$ cat src/hdl/phase_current_overcurrent_monitor_assert.svh
// Assertion macros for the phase current overcurrent monitor.
// Used by the merge stage; expects signals named clk and rst_n in scope.
`ifndef PHASE_CURRENT_OVERCURRENT_MONITOR_ASSERT_SVH
`define PHASE_CURRENT_OVERCURRENT_MONITOR_ASSERT_SVH

// Consequent must hold in the same cycle as the antecedent.
`define PCOM_ASSERT_NOW(label, ante, cons) \
  label: assert property (@(posedge clk) disable iff (!rst_n) (ante) |-> (cons)) \
    else $error("pcom assertion failed");

// Consequent must hold in the cycle after the antecedent.
`define PCOM_ASSERT_NEXT(label, ante, cons) \
  label: assert property (@(posedge clk) disable iff (!rst_n) (ante) |=> (cons)) \
    else $error("pcom assertion failed");

`endif

$ cat src/hdl/pcom_pkg.sv
// Shared types and constants for the phase current overcurrent monitor.
// No dependencies; imported by the interfaces and all modules.
`timescale 1ns / 1ps

package pcom_pkg;

  // Data path sizing.
  localparam int ADC_BITS     = 12;
  localparam int CURRENT_BITS = 16;
  localparam int GAIN_W       = 16;
  localparam int FRAC_BITS    = 12;
  localparam int LIMIT_W      = 15;
  localparam int RUN_W        = 8;
  localparam int BLANK_W      = 16;
  localparam int STAMP_W      = 32;
  localparam int COUNT_W      = 32;
  localparam int CFG_DATA_W   = 16;
  localparam int CFG_IDX_W    = 3;
  localparam int NUM_PHASES   = 3;

  // Reset values of the configuration registers.
  localparam logic [ADC_BITS-1:0] OFFSET_RST = ADC_BITS'(2048);
  localparam logic [GAIN_W-1:0]   GAIN_RST   = GAIN_W'(4096);
  localparam logic [RUN_W-1:0]    RUN_RST    = RUN_W'(1);

  // Request operation codes.
  typedef enum logic {
    OP_SAMPLE = 1'b0,
    OP_BLANK  = 1'b1
  } op_t;

  // Result status codes.
  typedef enum logic [2:0] {
    ST_NEW   = 3'd0,
    ST_HELD  = 3'd1,
    ST_ERR   = 3'd2,
    ST_TRIP  = 3'd3,
    ST_BLANK = 3'd4
  } status_t;

  // Configuration register indexes.
  typedef enum logic [CFG_IDX_W-1:0] {
    CFG_OFFSET_A = 3'd0,
    CFG_OFFSET_B = 3'd1,
    CFG_OFFSET_C = 3'd2,
    CFG_GAIN_A   = 3'd3,
    CFG_GAIN_B   = 3'd4,
    CFG_GAIN_C   = 3'd5,
    CFG_LIMIT    = 3'd6,
    CFG_RUN_LEN  = 3'd7
  } cfg_idx_t;

  // What one lane reports for its phase.
  typedef struct packed {
    logic                           over;
    logic signed [CURRENT_BITS-1:0] cur;
    logic signed [CURRENT_BITS-1:0] clamped;
  } lane_res_t;

  // Request fields that travel beside the lane products.
  typedef struct packed {
    logic               valid;
    op_t                operation;
    logic               read_ok;
    logic [STAMP_W-1:0] timestamp;
    logic [BLANK_W-1:0] blank_len;
  } stage_ctrl_t;

endpackage

$ cat src/hdl/pcom_merge.sv
// Merge stage: combines the three lane results with the monitor state and
// holds the result register. Depends on pcom_pkg and the assertion header.
`timescale 1ns / 1ps

`include "phase_current_overcurrent_monitor_assert.svh"

module pcom_merge
  import pcom_pkg::*;
(
  input  logic                           clk,
  input  logic                           rst_n,
  input  stage_ctrl_t                    ctrl,
  input  lane_res_t                      res [NUM_PHASES],
  input  logic [LIMIT_W-1:0]             limit,
  input  logic [RUN_W-1:0]               run_len,
  output logic                           take,
  output logic                           out_valid,
  input  logic                           out_ready,
  output status_t                        status,
  output logic [STAMP_W-1:0]             stamp,
  output logic signed [CURRENT_BITS-1:0] held [NUM_PHASES],
  output logic signed [CURRENT_BITS-1:0] trip [NUM_PHASES],
  output logic [COUNT_W-1:0]             sample_cnt,
  output logic [COUNT_W-1:0]             error_cnt,
  output logic                           quality_bad
);

  localparam logic [RUN_W-1:0] RUN_MAX = {RUN_W{1'b1}};

  logic                           out_v_r, out_v_nxt;
  status_t                        status_r, status_nxt;
  logic [STAMP_W-1:0]             stamp_r;
  logic signed [CURRENT_BITS-1:0] held_r [NUM_PHASES];
  logic signed [CURRENT_BITS-1:0] held_nxt [NUM_PHASES];
  logic signed [CURRENT_BITS-1:0] trip_r [NUM_PHASES];
  logic signed [CURRENT_BITS-1:0] trip_nxt [NUM_PHASES];
  logic [RUN_W-1:0]               run_r, run_nxt, run_inc;
  logic [BLANK_W-1:0]             blank_r, blank_nxt;
  logic [COUNT_W-1:0]             sample_cnt_r, sample_cnt_nxt;
  logic [COUNT_W-1:0]             error_cnt_r, error_cnt_nxt;
  logic                           quality_r, quality_nxt;
  logic [RUN_W-1:0]               need;
  logic                           any_over;
  logic                           load;

  // The result register frees up when it is empty or being taken.
  assign take = !out_v_r || out_ready;
  assign load = ctrl.valid && take;

  assign any_over = (limit != '0) && (res[0].over || res[1].over || res[2].over);
  assign need     = (run_len == '0) ? RUN_W'(1) : run_len;
  assign run_inc  = (run_r == RUN_MAX) ? run_r : run_r + RUN_W'(1);

  // Next state for one request.
  always_comb begin
    status_nxt     = ST_NEW;
    held_nxt       = held_r;
    trip_nxt       = trip_r;
    run_nxt        = run_r;
    blank_nxt      = blank_r;
    sample_cnt_nxt = sample_cnt_r;
    error_cnt_nxt  = error_cnt_r;
    quality_nxt    = quality_r;
    if (ctrl.operation == OP_BLANK) begin
      status_nxt = ST_BLANK;
      blank_nxt  = ctrl.blank_len;
      run_nxt    = '0;
    end else begin
      sample_cnt_nxt = sample_cnt_r + COUNT_W'(1);
      if (!ctrl.read_ok) begin
        status_nxt    = ST_ERR;
        error_cnt_nxt = error_cnt_r + COUNT_W'(1);
        quality_nxt   = 1'b1;
      end else if (any_over) begin
        for (int i = 0; i < NUM_PHASES; i++) begin
          trip_nxt[i] = res[i].cur;
        end
        if (blank_r != '0) begin
          // Overcurrent inside the blanking window passes on clamped.
          status_nxt  = ST_NEW;
          blank_nxt   = blank_r - BLANK_W'(1);
          run_nxt     = '0;
          quality_nxt = 1'b0;
          for (int i = 0; i < NUM_PHASES; i++) begin
            held_nxt[i] = res[i].clamped;
          end
        end else begin
          run_nxt = run_inc;
          if (run_inc >= need) begin
            status_nxt    = ST_TRIP;
            error_cnt_nxt = error_cnt_r + COUNT_W'(1);
            quality_nxt   = 1'b1;
          end else begin
            status_nxt = ST_HELD;
          end
        end
      end else begin
        status_nxt  = ST_NEW;
        blank_nxt   = (blank_r != '0) ? blank_r - BLANK_W'(1) : blank_r;
        run_nxt     = '0;
        quality_nxt = 1'b0;
        for (int i = 0; i < NUM_PHASES; i++) begin
          held_nxt[i] = res[i].cur;
        end
      end
    end
  end

  always_comb begin
    if (load) begin
      out_v_nxt = 1'b1;
    end else if (out_ready) begin
      out_v_nxt = 1'b0;
    end else begin
      out_v_nxt = out_v_r;
    end
  end

  // Control state and monitor state.
  always_ff @(posedge clk) begin
    if (!rst_n) begin
      out_v_r      <= 1'b0;
      held_r       <= '{default: '0};
      trip_r       <= '{default: '0};
      run_r        <= '0;
      blank_r      <= '0;
      sample_cnt_r <= '0;
      error_cnt_r  <= '0;
      quality_r    <= 1'b0;
    end else begin
      out_v_r <= out_v_nxt;
      if (load) begin
        held_r       <= held_nxt;
        trip_r       <= trip_nxt;
        run_r        <= run_nxt;
        blank_r      <= blank_nxt;
        sample_cnt_r <= sample_cnt_nxt;
        error_cnt_r  <= error_cnt_nxt;
        quality_r    <= quality_nxt;
      end
    end
  end

  // Result payload that is not already part of the state.
  always_ff @(posedge clk) begin
    if (load) begin
      status_r <= status_nxt;
      stamp_r  <= ctrl.timestamp;
    end
  end

  // State only changes with a new result, so it reads straight out.
  assign out_valid   = out_v_r;
  assign status      = status_r;
  assign stamp       = stamp_r;
  assign held        = held_r;
  assign trip        = trip_r;
  assign sample_cnt  = sample_cnt_r;
  assign error_cnt   = error_cnt_r;
  assign quality_bad = quality_r;

  // A stalled result freezes the state it reports.
  `PCOM_ASSERT_NEXT(a_stall_freezes_state, out_v_r && !out_ready, $stable(sample_cnt_r) && $stable(error_cnt_r))
  // Every sample request advances the sample count by exactly one.
  `PCOM_ASSERT_NEXT(a_sample_count_step, load && ctrl.operation == OP_SAMPLE, sample_cnt_r == COUNT_W'($past(sample_cnt_r) + COUNT_W'(1)))
  // Errors and trips always report bad quality.
  `PCOM_ASSERT_NOW(a_fault_quality, out_v_r && (status_r == ST_ERR || status_r == ST_TRIP), quality_r)
  // A blank set leaves no overcurrent run behind.
  `PCOM_ASSERT_NOW(a_blank_clears_run, out_v_r && status_r == ST_BLANK, run_r == '0)

endmodule

$ cat config.mk
export PLATFORM = sky130hd
export DESIGN_NAME = pcom_merge
export DESIGN_NICKNAME = d
export VERILOG_FILES = /design/src/hdl/pcom_pkg.sv /design/src/hdl/pcom_merge.sv
export VERILOG_INCLUDE_DIRS = /design/src /design/src/hdl
export SDC_FILE = /design/constraint.sdc
export NUM_CORES = 1
export LEC_CHECK = 0
export BUFFER_PORTS_ARGS = -buffer_cell sky130_fd_sc_hd__buf_2
export CAP_MARGIN = 20
export CORE_AREA = 2 2 145 147
export CTS_CLUSTER_DIAMETER = 60
export DETAILED_ROUTE_END_ITERATION = 10
export DIE_AREA = 0 0 147 149
export HOLD_SLACK_MARGIN = 0.15
export PLACE_DENSITY = 0.84
export SLEW_MARGIN = 0
export SYNTH_ARGS = -nofsm -noshare
export SYNTH_HDL_FRONTEND = slang
export SYNTH_SLANG_ARGS = --single-unit
$ cat constraint.sdc
create_clock -name clk -period 10.85 [get_ports clk]
set_input_delay 0.5425 -clock clk [delete_from_list [all_inputs] [get_ports clk]]
set_output_delay 0.5425 -clock clk [all_outputs]
set_load 0.005 [all_outputs]
==> flow_metrics.env <==
export IMPL_critPathCapture="error_cnt[1]$_SDFFE_PN0P_"
export IMPL_critPathTopFamily="simple AND/OR/NAND/NOR gates"
export IMPL_clock_path_buffers=3
export IMPL_path_max_fanout=52
export IMPL_startpoint_type="flop"
export IMPL_synth_ff_type="dfxtp_1"
export IMPL_dr_pass1_iters=5
export IMPL_worstHoldPathType="in2reg"
export IMPL_fmax_ghz=0.291
export IMPL_final_layout_size_suffix_gt1_share_pct=30.7
export IMPL_clock_latency_ns=0.51
export IMPL_relSlewSlack_pct=29.3
export IMPL_gp_congestion=0.870
export IMPL_reg2reg_depth=11
export IMPL_worstSetupPathType="reg2reg"
export IMPL_synth_async_reset_ratio_pct=0
export IMPL_fin_crit_sh_pct=31.6
export IMPL_synth_largest_area_cell="dfxtp_1"
export IMPL_synthesis_area_sq_um=9560
export IMPL_cp_slowest_cell="or4_1"
export IMPL_power_density_nw_per_um2=161
export IMPL_end_kind="flop"
export IMPL_postCtsSetupRepairBufs=0
export IMPL_pin_count=374
export IMPL_syn_num_nets=1263
export IMPL_viasPerCell=5.45
export IMPL_ctsResizeCount=0
export IMPL_cts_tree="built"
export IMPL_antenna_found_initial=3
export IMPL_worstPathArrival_ns=3.79
export IMPL_synth_top_family_by_area="simple AND/OR/NAND/NOR gates"
export IMPL_yosys_warnings=0
export IMPL_vias=9313
export IMPL_detail_route_antenna_nets=0
export IMPL_mostFrequentLayoutCell="buf_2"
export IMPL_status="finished clean"
export IMPL_clock_skew_ns=0.0100
export IMPL_fin_crit_ns=3.43
export IMPL_routedWlPerCell_um=16.3
export IMPL_fill_cells=1710
export IMPL_synth_xor_xnor_area_share_pct=1.74
export IMPL_met3_usage_pct=5.11
export IMPL_crit_path_start="run_r[3]$_SDFFE_PN0P_"
export IMPL_yosys_area_share_simple_pct=20.8
export IMPL_ir_drop_mv=0.120
export IMPL_syn_instance_count=1075
export IMPL_muxShareOfSynthArea_pct=5.79
export IMPL_layout_nets=1602
export IMPL_required_ns=11.21
export IMPL_grtUsageTotal_pct=23.6
export IMPL_start_util_pct=46.5
export IMPL_ctsRootBufferMaster="clkbuf_16"
export IMPL_timing_setup_tns_ns=0
export IMPL_synthTopCellsByArea="dfxtp_1 (39%), edfxtp_1 (11%), nand2_1 (6.3%)"
export IMPL_crit_cells=11
export IMPL_crit_chain="and4_1 > nand4_1 > mux2_2 > ha_1 > or4_1 > a21oi_1 > o31a_1 > a2bb2oi_4 > buf_12 > mux2i_1 > nor2_1"
export IMPL_grt_pass1_wl_um=42500
export IMPL_rsz0062_at_grt="no"
export IMPL_grt_busiest_layer="met2"
export IMPL_layout_common_cells="buf_2 (373), dfxtp_1 (186), nand2_1 (161), a21oi_1 (105), nor2_1 (96)"
export IMPL_use_met2_pct=41.4
export IMPL_holdWs_ns=0.207
export IMPL_syn_avg_cell_area_sq_um=8.89
export IMPL_synth_enable_flop_cells=35
export IMPL_die_width_um=147
export IMPL_dp_hpwl_um=19700
export IMPL_tightest_slew_ns=1.06
export IMPL_grt_overflow=0
export IMPL_globalRouteMet1Util_pct=28.7
export IMPL_slew_violations=0
export IMPL_grt_pass1_vias=8441
export IMPL_path_buf_inv=1
export IMPL_p_leak_nw=5.31
export IMPL_setup_viol=0
export IMPL_synthAdderAreaFrac_pct=1.57
export IMPL_hold_viol=0
export IMPL_drc_errors=0
export IMPL_drv_cap=0
export IMPL_cts_sinks=221
export IMPL_rows=53
export IMPL_max_stage_delay_ns=0.51
export IMPL_wirelength_um=27900
export IMPL_fin_util_pct=61.2
export IMPL_die_area_sq_um=21900
export IMPL_synth_seq_cells=221
export IMPL_port_buffers=373
export IMPL_drtIter0Drc=453
export IMPL_cts_buffers=24
export IMPL_htreeDepth=1
export IMPL_synth_top_cell_area_share_pct=39.0
export IMPL_yosysSeqAreaShare_pct=49.9
export IMPL_die_y_um=149
export IMPL_power_w=0.00202
export IMPL_synthToLayoutAreaGrowth_pct=31.5
export IMPL_grt_max_degree=105
export IMPL_synth_compound_area_share_pct=16.3
export IMPL_ys_types=51
export IMPL_r2r_start="run_r[3]$_SDFFE_PN0P_"
export IMPL_core_area_sq_um=20600
export IMPL_worst_r2r_endpoint="error_cnt[1]$_SDFFE_PN0P_"
export IMPL_hold_buffers=0
export IMPL_r2r_setup_slack_ns=7.42
export IMPL_clk_pin_slew_worst_paths_ns=0.06
worst min-delay path by stage:
| stage | from | endpoint | slack [ns] | cells past startpoint |
|---|---|---|---|---|
| 2_1_floorplan | blank_r[13]$_SDFFE_PN0P_ | blank_r[13]$_SDFFE_PN0P_ | 0.44 | 2 |
| 3_3_place_gp | trip[45]$_SDFFE_PN0P_ | trip[45]$_SDFFE_PN0P_ | 0.44 | 2 |
| 4_1_cts | ctrl[30] | stamp[14]$_DFFE_PP_ | 0.18 | 1 |
| 6_report | ctrl[45] | stamp[29]$_DFFE_PP_ | 0.21 | 1 |
| 5_1_grt | ctrl[17] | stamp[1]$_DFFE_PP_ | 0.19 | 1 |
| 3_5_place_dp | trip[5]$_SDFFE_PN0P_ | trip[5]$_SDFFE_PN0P_ | 0.44 | 2 |
flip-flops by register name, summed over array words and instances, names as in the netlist:
register and count:
trip 48, stamp 32, status 3, sample_cnt 32, out_valid 1, error_cnt 32, blank_r 16, quality_bad 1
run_r 8, held 48
synthesized netlist by cell type, types with 2 or more instances:
cell type,count
dfxtp_1,186
nand2_1,161
a21oi_1,105
nor2_1,98
clkbuf_1,61
mux2i_1,53
a211oi_1,51
o21ai_0,47
edfxtp_1,35
or3_1,28
inv_1,26
nand3_1,24
or4_1,23
nand4_1,20
nor3_1,16
o31ai_1,16
ha_1,12
and3_1,11
xor2_1,10
nor4_1,9
xnor2_1,9
a22oi_1,8
o211ai_1,8
and4_1,6
nand2b_1,5
nand3b_1,4
a2bb2oi_1,3
and2_1,3
buf_1,3
buf_2,3
o21a_1,3
o41ai_1,3
a221oi_1,2
a31oi_1,2
mux2_2,2
nor2b_1,2
nor4_2,2
or2_2,2
metal layers:
metal / up-vias / wire, um
met5: - / 0
met4: 0 / 820
met3: 64 / 2260
met2: 397 / 13800
met1: 4303 / 11000
li1: 4549 / -
cell families after synthesis:
| logic type | Yosys count |
|---|---|
| adders and majority gates | 12 |
| DFF | 221 |
| buffers and inverters | 95 |
| muxes | 55 |
| xor gates and xnor gates | 19 |
| AOI/OAI and AO/OA | 256 |
| and+or+nand+nor | 417 |
layout make-up:
class / count / area (sq um) / area share [%]
antenna: 3 / 7.51 / 0.0597
clock buffer: 33 / 731 / 5.81
clock inverter: 11 / 188 / 1.49
inverter: 27 / 106 / 0.846
multi-input combinational: 759 / 4470 / 35.6
sequential: 221 / 4770 / 38.0
tap: 275 / 344 / 2.74
timing repair buffer: 381 / 1950 / 15.5
through the flow:
stage / instances / setup WS [ns] / cell area [sq um]
global placement: 1661 / 7.15 / 11600
global route: 1710 / 7.22 / 12600
finish: 1710 / 7.42 / 12600
detailed placement: 1662 / 7.24 / 11600
floorplan: 1075 / 7.39 / 9560
CTS: 1706 / 7.44 / 12500
power by group:
part | internal [W] | switching (W)
sequential | 0.000866 | 0.0000174
combinational | 0.0000911 | 0.000125
clock | 0.000591 | 0.000333
Power figures use the tool's default switching activity.
