`config.mk`:
```
export PLATFORM = sky130hd
export DESIGN_NAME = pcom_lane
export DESIGN_NICKNAME = d
export VERILOG_FILES = /design/src/hdl/phase_current_overcurrent_monitor_assert.svh /design/src/hdl/pcom_pkg.sv /design/src/hdl/pcom_lane.sv
export SDC_FILE = /design/constraint.sdc
export NUM_CORES = 1
export LEC_CHECK = 0
export CAP_MARGIN = 10
export CORE_ASPECT_RATIO = 0.7
export CORE_MARGIN = 2
export CORE_UTILIZATION = 40
export CTS_BUF_LIST = sky130_fd_sc_hd__clkbuf_16
export CTS_CLUSTER_DIAMETER = 60
export DETAILED_ROUTE_END_ITERATION = 16
export DONT_BUFFER_PORTS = 1
export GPL_ROUTABILITY_DRIVEN = 0
export SYNTH_ARGS = -nofsm -noshare
export SYNTH_HDL_FRONTEND = slang
export SYNTH_SLANG_ARGS = --single-unit
```
`constraint.sdc`:
```
create_clock -name clk -period 8.95 [get_ports clk]
set_input_delay 1.3425 -clock clk [delete_from_list [all_inputs] [get_ports clk]]
set_output_delay 1.3425 -clock clk [all_outputs]
set_load 0.02 [all_outputs]
```
`src/hdl/phase_current_overcurrent_monitor_assert.svh`:
```
// Assertion macros for the phase current overcurrent monitor.
// Used by the merge stage; expects signals named clk and rst_n in scope.
`ifndef PHASE_CURRENT_OVERCURRENT_MONITOR_ASSERT_SVH
`define PHASE_CURRENT_OVERCURRENT_MONITOR_ASSERT_SVH

// Consequent must hold in the same cycle as the antecedent.
`define PCOM_ASSERT_NOW(label, ante, cons) \
  label: assert property (@(posedge clk) disable iff (!rst_n) (ante) |-> (cons)) \
    else $error("pcom assertion failed");

// Consequent must hold in the cycle after the antecedent.
`define PCOM_ASSERT_NEXT(label, ante, cons) \
  label: assert property (@(posedge clk) disable iff (!rst_n) (ante) |=> (cons)) \
    else $error("pcom assertion failed");

`endif

```
`src/hdl/pcom_pkg.sv`:
```
// Shared types and constants for the phase current overcurrent monitor.
// No dependencies; imported by the interfaces and all modules.
`timescale 1ns / 1ps

package pcom_pkg;

  // Data path sizing.
  localparam int ADC_BITS     = 12;
  localparam int CURRENT_BITS = 16;
  localparam int GAIN_W       = 16;
  localparam int FRAC_BITS    = 12;
  localparam int LIMIT_W      = 15;
  localparam int RUN_W        = 8;
  localparam int BLANK_W      = 16;
  localparam int STAMP_W      = 32;
  localparam int COUNT_W      = 32;
  localparam int CFG_DATA_W   = 16;
  localparam int CFG_IDX_W    = 3;
  localparam int NUM_PHASES   = 3;

  // Reset values of the configuration registers.
  localparam logic [ADC_BITS-1:0] OFFSET_RST = ADC_BITS'(2048);
  localparam logic [GAIN_W-1:0]   GAIN_RST   = GAIN_W'(4096);
  localparam logic [RUN_W-1:0]    RUN_RST    = RUN_W'(1);

  // Request operation codes.
  typedef enum logic {
    OP_SAMPLE = 1'b0,
    OP_BLANK  = 1'b1
  } op_t;

  // Result status codes.
  typedef enum logic [2:0] {
    ST_NEW   = 3'd0,
    ST_HELD  = 3'd1,
    ST_ERR   = 3'd2,
    ST_TRIP  = 3'd3,
    ST_BLANK = 3'd4
  } status_t;

  // Configuration register indexes.
  typedef enum logic [CFG_IDX_W-1:0] {
    CFG_OFFSET_A = 3'd0,
    CFG_OFFSET_B = 3'd1,
    CFG_OFFSET_C = 3'd2,
    CFG_GAIN_A   = 3'd3,
    CFG_GAIN_B   = 3'd4,
    CFG_GAIN_C   = 3'd5,
    CFG_LIMIT    = 3'd6,
    CFG_RUN_LEN  = 3'd7
  } cfg_idx_t;

  // What one lane reports for its phase.
  typedef struct packed {
    logic                           over;
    logic signed [CURRENT_BITS-1:0] cur;
    logic signed [CURRENT_BITS-1:0] clamped;
  } lane_res_t;

  // Request fields that travel beside the lane products.
  typedef struct packed {
    logic               valid;
    op_t                operation;
    logic               read_ok;
    logic [STAMP_W-1:0] timestamp;
    logic [BLANK_W-1:0] blank_len;
  } stage_ctrl_t;

endpackage

```
`src/hdl/pcom_lane.sv`:
```
// One phase lane: offset removal and gain multiply, registered, then rounding,
// limit check, saturation and clamping. Depends on pcom_pkg.
`timescale 1ns / 1ps

module pcom_lane
  import pcom_pkg::*;
(
  input  logic                clk,
  input  logic                load,
  input  logic [ADC_BITS-1:0] raw,
  input  logic [ADC_BITS-1:0] offset,
  input  logic [GAIN_W-1:0]   gain,
  input  logic [LIMIT_W-1:0]  limit,
  output lane_res_t           res
);

  localparam int DIFF_W = ADC_BITS + 1;
  localparam int PROD_W = DIFF_W + GAIN_W + 1;
  localparam int CAL_W  = PROD_W - FRAC_BITS;
  localparam int CMP_W  = ((CAL_W > CURRENT_BITS) ? CAL_W : CURRENT_BITS) + 1;
  localparam logic signed [PROD_W-1:0] ROUND_HALF = PROD_W'(1 << (FRAC_BITS - 1));
  localparam logic signed [CMP_W-1:0]  CUR_MAX_X  = CMP_W'((1 << (CURRENT_BITS - 1)) - 1);
  localparam logic signed [CMP_W-1:0]  CUR_MIN_X  = -CUR_MAX_X - CMP_W'(1);

  logic signed [DIFF_W-1:0] diff;
  logic signed [PROD_W-1:0] prod_nxt;
  logic signed [PROD_W-1:0] prod_r;
  logic signed [PROD_W-1:0] rounded;
  logic signed [CAL_W-1:0]  cal;
  logic signed [CMP_W-1:0]  cal_x;
  logic signed [CMP_W-1:0]  lim_x;
  logic signed [CMP_W-1:0]  clamp_x;
  logic                     above;
  logic                     below;

  // Offset removal and gain multiply, both operands widened to the full product.
  assign diff     = $signed({1'b0, raw}) - $signed({1'b0, offset});
  assign prod_nxt = PROD_W'(diff) * PROD_W'($signed({1'b0, gain}));

  always_ff @(posedge clk) begin
    if (load) begin
      prod_r <= prod_nxt;
    end
  end

  // Round to nearest with ties upward: add half, then floor by the shift.
  assign rounded = prod_r + ROUND_HALF;
  assign cal     = rounded[PROD_W-1:FRAC_BITS];
  assign cal_x   = CMP_W'(cal);
  assign lim_x   = CMP_W'($signed({1'b0, limit}));

  // Symmetric limit check.
  assign above = cal_x > lim_x;
  assign below = cal_x < -lim_x;

  // Clamp to the limit for the blanking path.
  always_comb begin
    if (above) begin
      clamp_x = lim_x;
    end else if (below) begin
      clamp_x = -lim_x;
    end else begin
      clamp_x = cal_x;
    end
  end

  // Saturate both forms into the current range.
  always_comb begin
    res.over = above || below;
    if (cal_x > CUR_MAX_X) begin
      res.cur = CUR_MAX_X[CURRENT_BITS-1:0];
    end else if (cal_x < CUR_MIN_X) begin
      res.cur = CUR_MIN_X[CURRENT_BITS-1:0];
    end else begin
      res.cur = cal_x[CURRENT_BITS-1:0];
    end
    if (clamp_x > CUR_MAX_X) begin
      res.clamped = CUR_MAX_X[CURRENT_BITS-1:0];
    end else if (clamp_x < CUR_MIN_X) begin
      res.clamped = CUR_MIN_X[CURRENT_BITS-1:0];
    end else begin
      res.clamped = clamp_x[CURRENT_BITS-1:0];
    end
  end

endmodule

```
==> reports/metrics.cfg, run 1 <==
[status]
status = completed

[critical_path]
critPathKind = input port to register
path_delay_family = adder cells
cp_num_buf_inv = 6
cp_common_cell = fa_1
crit_path_start_kind = input port
crit_slowest_cell = fa_1
critPathMaxStageDelay_ps = 540
cp_data_required_time_ps = 8950
end_kind = register
crit_arrival_ps = 8470
crit_fanout = 7

[clocking]
cts_root_buf = clkbuf_16
htree_num_levels = 1
cts_hold_buffers = 0
cts.sinks = 19
cts_resized = 0
postCtsSetupRepairBufs = 0
cts_max_path_buffers = 2
cts_buffers = 3
cts_tree = done
clk_pin_slew_ps = 50

[logic_synthesis]
seq_area_frac_synth_pct = 5.580
yosys_most_used_dff = edfxtp_1
ys_ff_latch = 19
synthTopCellsByArea = fa_1 30%, ha_1 18%, inv_1 7.9%
synthArstFlopShare_pct = 0
ys_types = 72
synth_top_cell_by_area = fa_1
yosysTopAreaCellShare_pct = 30.15
syn_inst = 1205
synth_edf_count = 19
syn_nets = 1561
yosysWarnings = 0
synthesis.area_sq_um = 10220
synth.avg_cell_area_sq_um = 8.485

[sta]
fin_crit_ps = 8468
hold_violations = 0
rsz0062_at_grt = false
holdWs_ps = 1210
fin_setup_tns_ps = 0
finalMaxSlewViolations = 0
fmax_ghz = 0.1181
relSlewSlack_pct = 23.54
worst_pin_slew_ps = 1147
fin_crit_sh_pct = 94.62
setup_viol = 0

[floorplan]
fp.dieArea_sq_um = 26880
start_util_pct = 41.12
fp.dieW_microns = 195.1
fp.dieH_microns = 137.8
num_io_pins = 90
row_count = 48
coreArea_sq_um = 24860

[global_route]
grt_pass1_wl_mm = 40.34
grtUsageTotal_pct = 18.76
gr-total-overflow = 0
grt_antenna_before_repair = 0
grt_pass1_vias = 7839
grt_max_degree = 33

[place]
placed_cell_area_sq_um = 10550
port_buffers = 0
hpwl_mm = 20.98

[worst_hold_path]
holdPathStages = 0
hold_path_end = prod_r[28]$_DFFE_PP_
worstHoldStart = load
min_path_type = input port to register

[drt]
drt_iter0_drc = 552
first_pass_iters = 5
vias = 8035
drt_wl_total_mm = 24.88
vias_per_cell = 5.339
wl_per_cell_microns = 16.53
postRouteAntennaNets = 0
drc_errors = 0

[layout]
regMostFlops = prod_r
post-route-util_pct = 42.86
design_area_sq_um = 10660
mostFrequentLayoutCells = 215 x inv_1, 154 x fa_1, 153 x nand2_1
nets = 1537
largest_registers = prod_r x19
drive_gt1_share_pct = 5.169
layout_commonest_cell = inv_1
syn_to_final_growth_pct = 4.234
largest_reg_flops = 19
diodes = 0

[flow_run]
cap_violations = 0

per-layer routing:
metal / share of wire, % / GRT usage (%) / vias to the layer above
li1: - / - / 3852
met1: 51 / 28.85 / 3984
met2: 44 / 29.05 / 193
met3: 5.3 / 2.130 / 6
met4: 0.52 / 1.993 / 0
met5: 0 / 0 / -
worst max path at each step:
stage | from | endpoint | slack (ps) | cells past startpoint
2_1_floorplan | raw[0] | prod_r[29]$_DFFE_PP_ | 410 | 29
3_3_place_gp | raw[0] | prod_r[29]$_DFFE_PP_ | 110 | 30
3_5_place_dp | raw[0] | prod_r[29]$_DFFE_PP_ | 20 | 30
4_1_cts | raw[0] | prod_r[24]$_DFFE_PP_ | 250 | 30
5_1_grt | raw[0] | prod_r[19]$_DFFE_PP_ | 30 | 30
6_report | raw[0] | prod_r[29]$_DFFE_PP_ | 480 | 30
final cells by class:
class	instances	area, sq um
clock buffer	3	75.07
clock inverter	1	5.005
fill	2512	14210
inverter	215	807.0
multi-input combinational	924	8658
sequential	19	570.5
tap	325	406.6
timing repair buffer	18	135.1
Yosys cell counts (all sizes together), types with 2 or more instances:
cell type    n
xor2        11
nor2b       22
nand2b      36
a21boi       3
buf         10
nor2        50
o21ai       33
a221o        2
and2        42
mux2i       10
and4         5
and3         7
a21o        17
ha         145
xnor2       42
a2111oi      2
inv        215
fa         154
mux2         7
o311ai       7
o21a         9
a211o        2
a31oi        7
o22ai        5
nor4         8
a31o         2
nand2      156
nand3       28
a211oi       5
a32oi        3
a21oi       46
or2          2
or3          2
o31ai        5
nor3        19
edfxtp      19
o211ai      10
clkbuf      37
nand4        8
kinds of logic (layout without fill, tap and decap cells):
group                      count (synthesis)  in the layout  synth area share (%)
DFF                                       19             19                 5.580
adders and majority gates                299            299                 47.90
AOI/OAI and AO/OA                        166            166                 11.22
muxes                                     17             17                 1.750
buffers and inverters                    262            237                 10.13
xor gates and xnor gates                  53             53                 4.540
and+or+nand+nor                          389            389                 18.88
through the flow:
step | worst slack, ps | instances
2_1_floorplan | 409.7 | 1205
3_3_place_gp | 114.0 | 1501
3_5_place_dp | 22.21 | 1501
4_1_cts | 248.0 | 1505
5_1_grt | 33.96 | 1505
6_report | 481.8 | 1505
Power of run 1 is left out: the tool's default activity adds up to more than one toggle a clock period on the data nets, which glitch-free logic cannot reach.
==> inputs of run 2 (changes only) <==
Settings changed: CTS_BUF_LIST sky130_fd_sc_hd__clkbuf_16 to unset, SLEW_MARGIN set to 20.
Clock period 8.95 ns to 10 ns, I/O delays scaled along.
==> reports/metrics.cfg, run 2 (synthesis results as in run 1) <==
[sta]
worst_pin_slew_ps = 1082  ; was 1147 ps
fmax_ghz = 0.1117
fin_crit_ps = 8956
fin_setup_tns_ps = 0  ; unchanged
holdWs_ps = 1357  ; was 1210 ps
relSlewSlack_pct = 27.90  ; was 23.54%
setup_viol = 0  ; unchanged
hold_violations = 0  ; unchanged
rsz0062_at_grt = false  ; unchanged
fin_crit_sh_pct = 89.56
finalMaxSlewViolations = 0  ; unchanged

[floorplan]
fp.dieArea_sq_um = 26880  ; unchanged
fp.dieW_microns = 195.1  ; unchanged
fp.dieH_microns = 137.8  ; unchanged
row_count = 48  ; unchanged
coreArea_sq_um = 24860  ; unchanged
num_io_pins = 90  ; unchanged
start_util_pct = 41.12  ; unchanged

[global_route]
grtUsageTotal_pct = 18.71  ; was 18.76%
grt_pass1_wl_mm = 39.92  ; was 40.34 mm
gr-total-overflow = 0  ; unchanged
grt_max_degree = 34  ; was 33
grt_antenna_before_repair = 0  ; unchanged
grt_pass1_vias = 7538  ; was 7839

[layout]
largest_reg_flops = 19  ; unchanged
nets = 1532  ; was 1537
drive_gt1_share_pct = 4.426  ; was 5.169%
syn_to_final_growth_pct = 3.561  ; was 4.234%
design_area_sq_um = 10590  ; was 10660 sq um
mostFrequentLayoutCells = 215 x inv_1, 154 x fa_1, 153 x nand2_1  ; unchanged
largest_registers = prod_r x19  ; unchanged
layout_commonest_cell = inv_1  ; unchanged
regMostFlops = prod_r  ; unchanged
diodes = 0  ; unchanged

[clocking]
cts_max_path_buffers = 2  ; unchanged
htree_num_levels = 1  ; unchanged
postCtsSetupRepairBufs = 0  ; unchanged
cts_tree = done  ; unchanged
cts.sinks = 19  ; unchanged
cts_root_buf = clkbuf_16  ; unchanged
cts_resized = 0  ; unchanged
cts_hold_buffers = 0  ; unchanged
clk_pin_slew_ps = 50  ; about the same
cts_buffers = 3  ; unchanged

[drt]
drt_wl_total_mm = 24.88  ; about the same
vias_per_cell = 5.309  ; was 5.339
drt_iter0_drc = 539  ; was 552
postRouteAntennaNets = 0  ; unchanged
drc_errors = 0  ; unchanged
vias = 7964  ; was 8035
first_pass_iters = 5  ; unchanged
wl_per_cell_microns = 16.58  ; was 16.53 microns

[status]
status = completed  ; unchanged

[critical_path]
critPathKind = input port to register  ; unchanged
crit_path_start_kind = input port  ; unchanged
crit_arrival_ps = 8960  ; was 8470 ps
cp_data_required_time_ps = 10000  ; was 8950 ps
end_kind = register  ; unchanged
cp-startpoint = raw[0]  ; unchanged
crit_fanout = 16  ; was 7

[place]
placed_cell_area_sq_um = 10510  ; was 10550 sq um
hpwl_mm = 20.85  ; was 20.98 mm
port_buffers = 0  ; unchanged

[worst_hold_path]
min_path_type = input port to register  ; unchanged
worstHoldStart = load  ; unchanged

[flow_run]
cap_violations = 0  ; unchanged

[run 2: final timing paths]
kind,depth (start not counted),end
max,28,prod_r[29]$_DFFE_PP_
min,0,prod_r[28]$_DFFE_PP_
[run 2: area by class of cell]
| cell class | instances | area (sq um) |
|---|---|---|
| timing repair buffer | 13 | 97.59 |
| inverter | 215 | 807.0 |
| multi-input combinational | 924 | 8628 |
| sequential | 19 | 570.5 |
| tap | 325 | 406.6 |
| clock buffer | 4 | 78.83 |
| fill | 2537 | 14270 |
[run 2: layer usage]
metal	vias up	routed length (microns)	track usage (%)
met2	155	10670	28.12
met3	8	1095	2.130
li1	3843	-	-
met5	-	0	0
met1	3958	12970	29.48
met4	0	150	1.824
[run 2: through the flow]
| stage | instances | utilization, % | setup slack [ps] |
|---|---|---|---|
| 2_1_floorplan | 1205 | - | 1302 |
| 3_3_place_gp | 1496 | 42.27 | 886.8 |
| 3_5_place_dp | 1496 | 42.27 | 767.9 |
| 4_1_cts | 1500 | 42.59 | 1015 |
| 5_1_grt | 1500 | 42.59 | 430.4 |
| 6_report | 1500 | 42.59 | 1044 |
[run 2: critical path: stages]
cell and delay (ps):
inv_1 20, ha_1 200, fa_1 400, nor2b_1 120, o21ai_1 70, a21boi_0 250, o21ai_1 110, a21oi_1 250
nor4_1 80, or3b_1 600, and2_1 280, fa_1 460, fa_1 530, fa_1 520, fa_1 550, inv_1 60
fa_1 520, inv_1 40, ha_1 280, ha_1 340, a21o_1 170, a21o_1 200, a2111oi_0 590, o31ai_1 180
a21oi_2 240, o211ai_2 150, a21oi_2 170, xnor2_1 70
Power of run 2 is left out for the same reason.
==> inputs of run 3 (changes only) <==
Settings changed: SLEW_MARGIN 20 to unset.
Clock period 10 ns to 11 ns, I/O delays scaled along.
==> reports/metrics.cfg, run 3 (synthesis results as in run 1) <==
[sta]
setup_viol = 0  ; unchanged
relSlewSlack_pct = 30.15  ; was 27.90%
rsz0062_at_grt = false  ; unchanged
fin_crit_sh_pct = 84.66
fin_setup_tns_ps = 0  ; unchanged
fin_crit_ps = 9313
hold_violations = 0  ; unchanged
finalMaxSlewViolations = 0  ; unchanged
fmax_ghz = 0.1074
worst_pin_slew_ps = 1048  ; was 1082 ps

[critical_path]
critPathKind = input port to register  ; unchanged
cp_common_cell = fa_1  ; unchanged
path_delay_family = adder cells  ; unchanged
crit_path_start_kind = input port  ; unchanged
cp_data_required_time_ps = 11000  ; was 10000 ps
critPathMaxStageDelay_ps = 660  ; was 600 ps
cp-startpoint = raw[0]  ; unchanged
crit_slowest_cell = o211ai_2  ; was or3b_1
cp_num_buf_inv = 3  ; unchanged
crit_fanout = 18  ; was 16
crit_arrival_ps = 9310  ; was 8960 ps
end_kind = register  ; unchanged

[drt]
vias = 7961  ; was 7964
drt_iter0_drc = 478  ; was 539
drc_errors = 0  ; unchanged
vias_per_cell = 5.322  ; was 5.309
top_layer = met4  ; unchanged
first_pass_iters = 5  ; unchanged
postRouteAntennaNets = 0  ; unchanged
dr_wl_met3_mm = 1.099  ; was 1.095 mm
wl_met2_mm = 10.46  ; was 10.67 mm
drt-met1-wl_mm = 12.66  ; was 12.97 mm
drt_wl_total_mm = 24.47  ; was 24.88 mm
wl_per_cell_microns = 16.36  ; was 16.58 microns

[clocking]
postCtsSetupRepairBufs = 0  ; unchanged
htree_num_levels = 1  ; unchanged
clk_pin_slew_ps = 50  ; about the same
cts_resized = 0  ; unchanged
cts_buffers = 3  ; unchanged
cts_root_buf = clkbuf_16  ; unchanged
cts_hold_buffers = 0  ; unchanged
cts_max_path_buffers = 2  ; unchanged
cts_tree = done  ; unchanged
cts.sinks = 19  ; unchanged

[status]
status = completed  ; unchanged

[global_route]
grt_antenna_before_repair = 0  ; unchanged
grt_pass1_vias = 7624  ; was 7538
grtUsageTotal_pct = 18.45  ; was 18.71%
grt_max_degree = 34  ; unchanged
gr-total-overflow = 0  ; unchanged
grt_pass1_wl_mm = 39.92  ; about the same

[layout]
largest_reg_flops = 19  ; unchanged
nets = 1528  ; was 1532
regMostFlops = prod_r  ; unchanged
layout_commonest_cell = inv_1  ; unchanged
mostFrequentLayoutCells = 215 x inv_1, 154 x fa_1, 153 x nand2_1  ; unchanged
drive_gt1_share_pct = 4.270  ; was 4.426%
diodes = 0  ; unchanged
syn_to_final_growth_pct = 3.353  ; was 3.561%
largest_registers = prod_r x19  ; unchanged

[worst_hold_path]
worstHoldStart = load  ; unchanged
min_path_type = input port to register  ; unchanged

[place]
port_buffers = 0  ; unchanged
hpwl_mm = 20.61  ; was 20.85 mm

[flow_run]
cap_violations = 0  ; unchanged

[floorplan]
row_count = 48  ; unchanged
coreArea_sq_um = 24860  ; unchanged
start_util_pct = 41.12  ; unchanged
fp.dieH_microns = 137.8  ; unchanged
fp.dieArea_sq_um = 26880  ; unchanged
num_io_pins = 90  ; unchanged
fp.dieW_microns = 195.1  ; unchanged

-- run 3: changes by cell type in the layout (fill, tap and decap cells not counted), sizes merged --
cell,before,now
clkinv,0,1
clkbuf,4,3
buf,13,9
-- run 3: path summary, 6_finish.rpt --
check / endpoint / slack (ps) / cells past startpoint
worst max-delay path: prod_r[29]$_DFFE_PP_ / 1690 / 28
worst min-delay path: prod_r[28]$_DFFE_PP_ / 1510 / 0
-- run 3: cell type report --
type	instances	area [sq um]
inverters	215	807.0
flip-flops and latches	19	570.5
well taps	325	406.6
fillers	2548	14300
repair buffers	9	67.56
multi-input cells	924	8636
clock inverters	1	5.005
clock buffers	3	75.07
-- run 3: layer usage --
| layer | vias up | GRT usage [%] |
|---|---|---|
| met3 | 19 | 1.958 |
| met4 | 0 | 2.163 |
| met5 | - | 0 |
| li1 | 3827 | - |
| met1 | 3938 | 28.82 |
| met2 | 177 | 28.00 |
-- run 3: metrics by stage --
step	instances	setup slack [ps]	area, sq um	hold slack, ps	util, %
after floorplan	1205	2152	10220	1763	-
after global placement	1492	1618	10490	1767	42.18
after detailed placement	1492	1400	10490	1767	42.18
after CTS	1496	1643	10570	1509	42.50
after global routing	1496	1130	10570	1505	42.50
final	1496	1687	10570	1511	42.50
Power of run 3 is left out for the same reason.
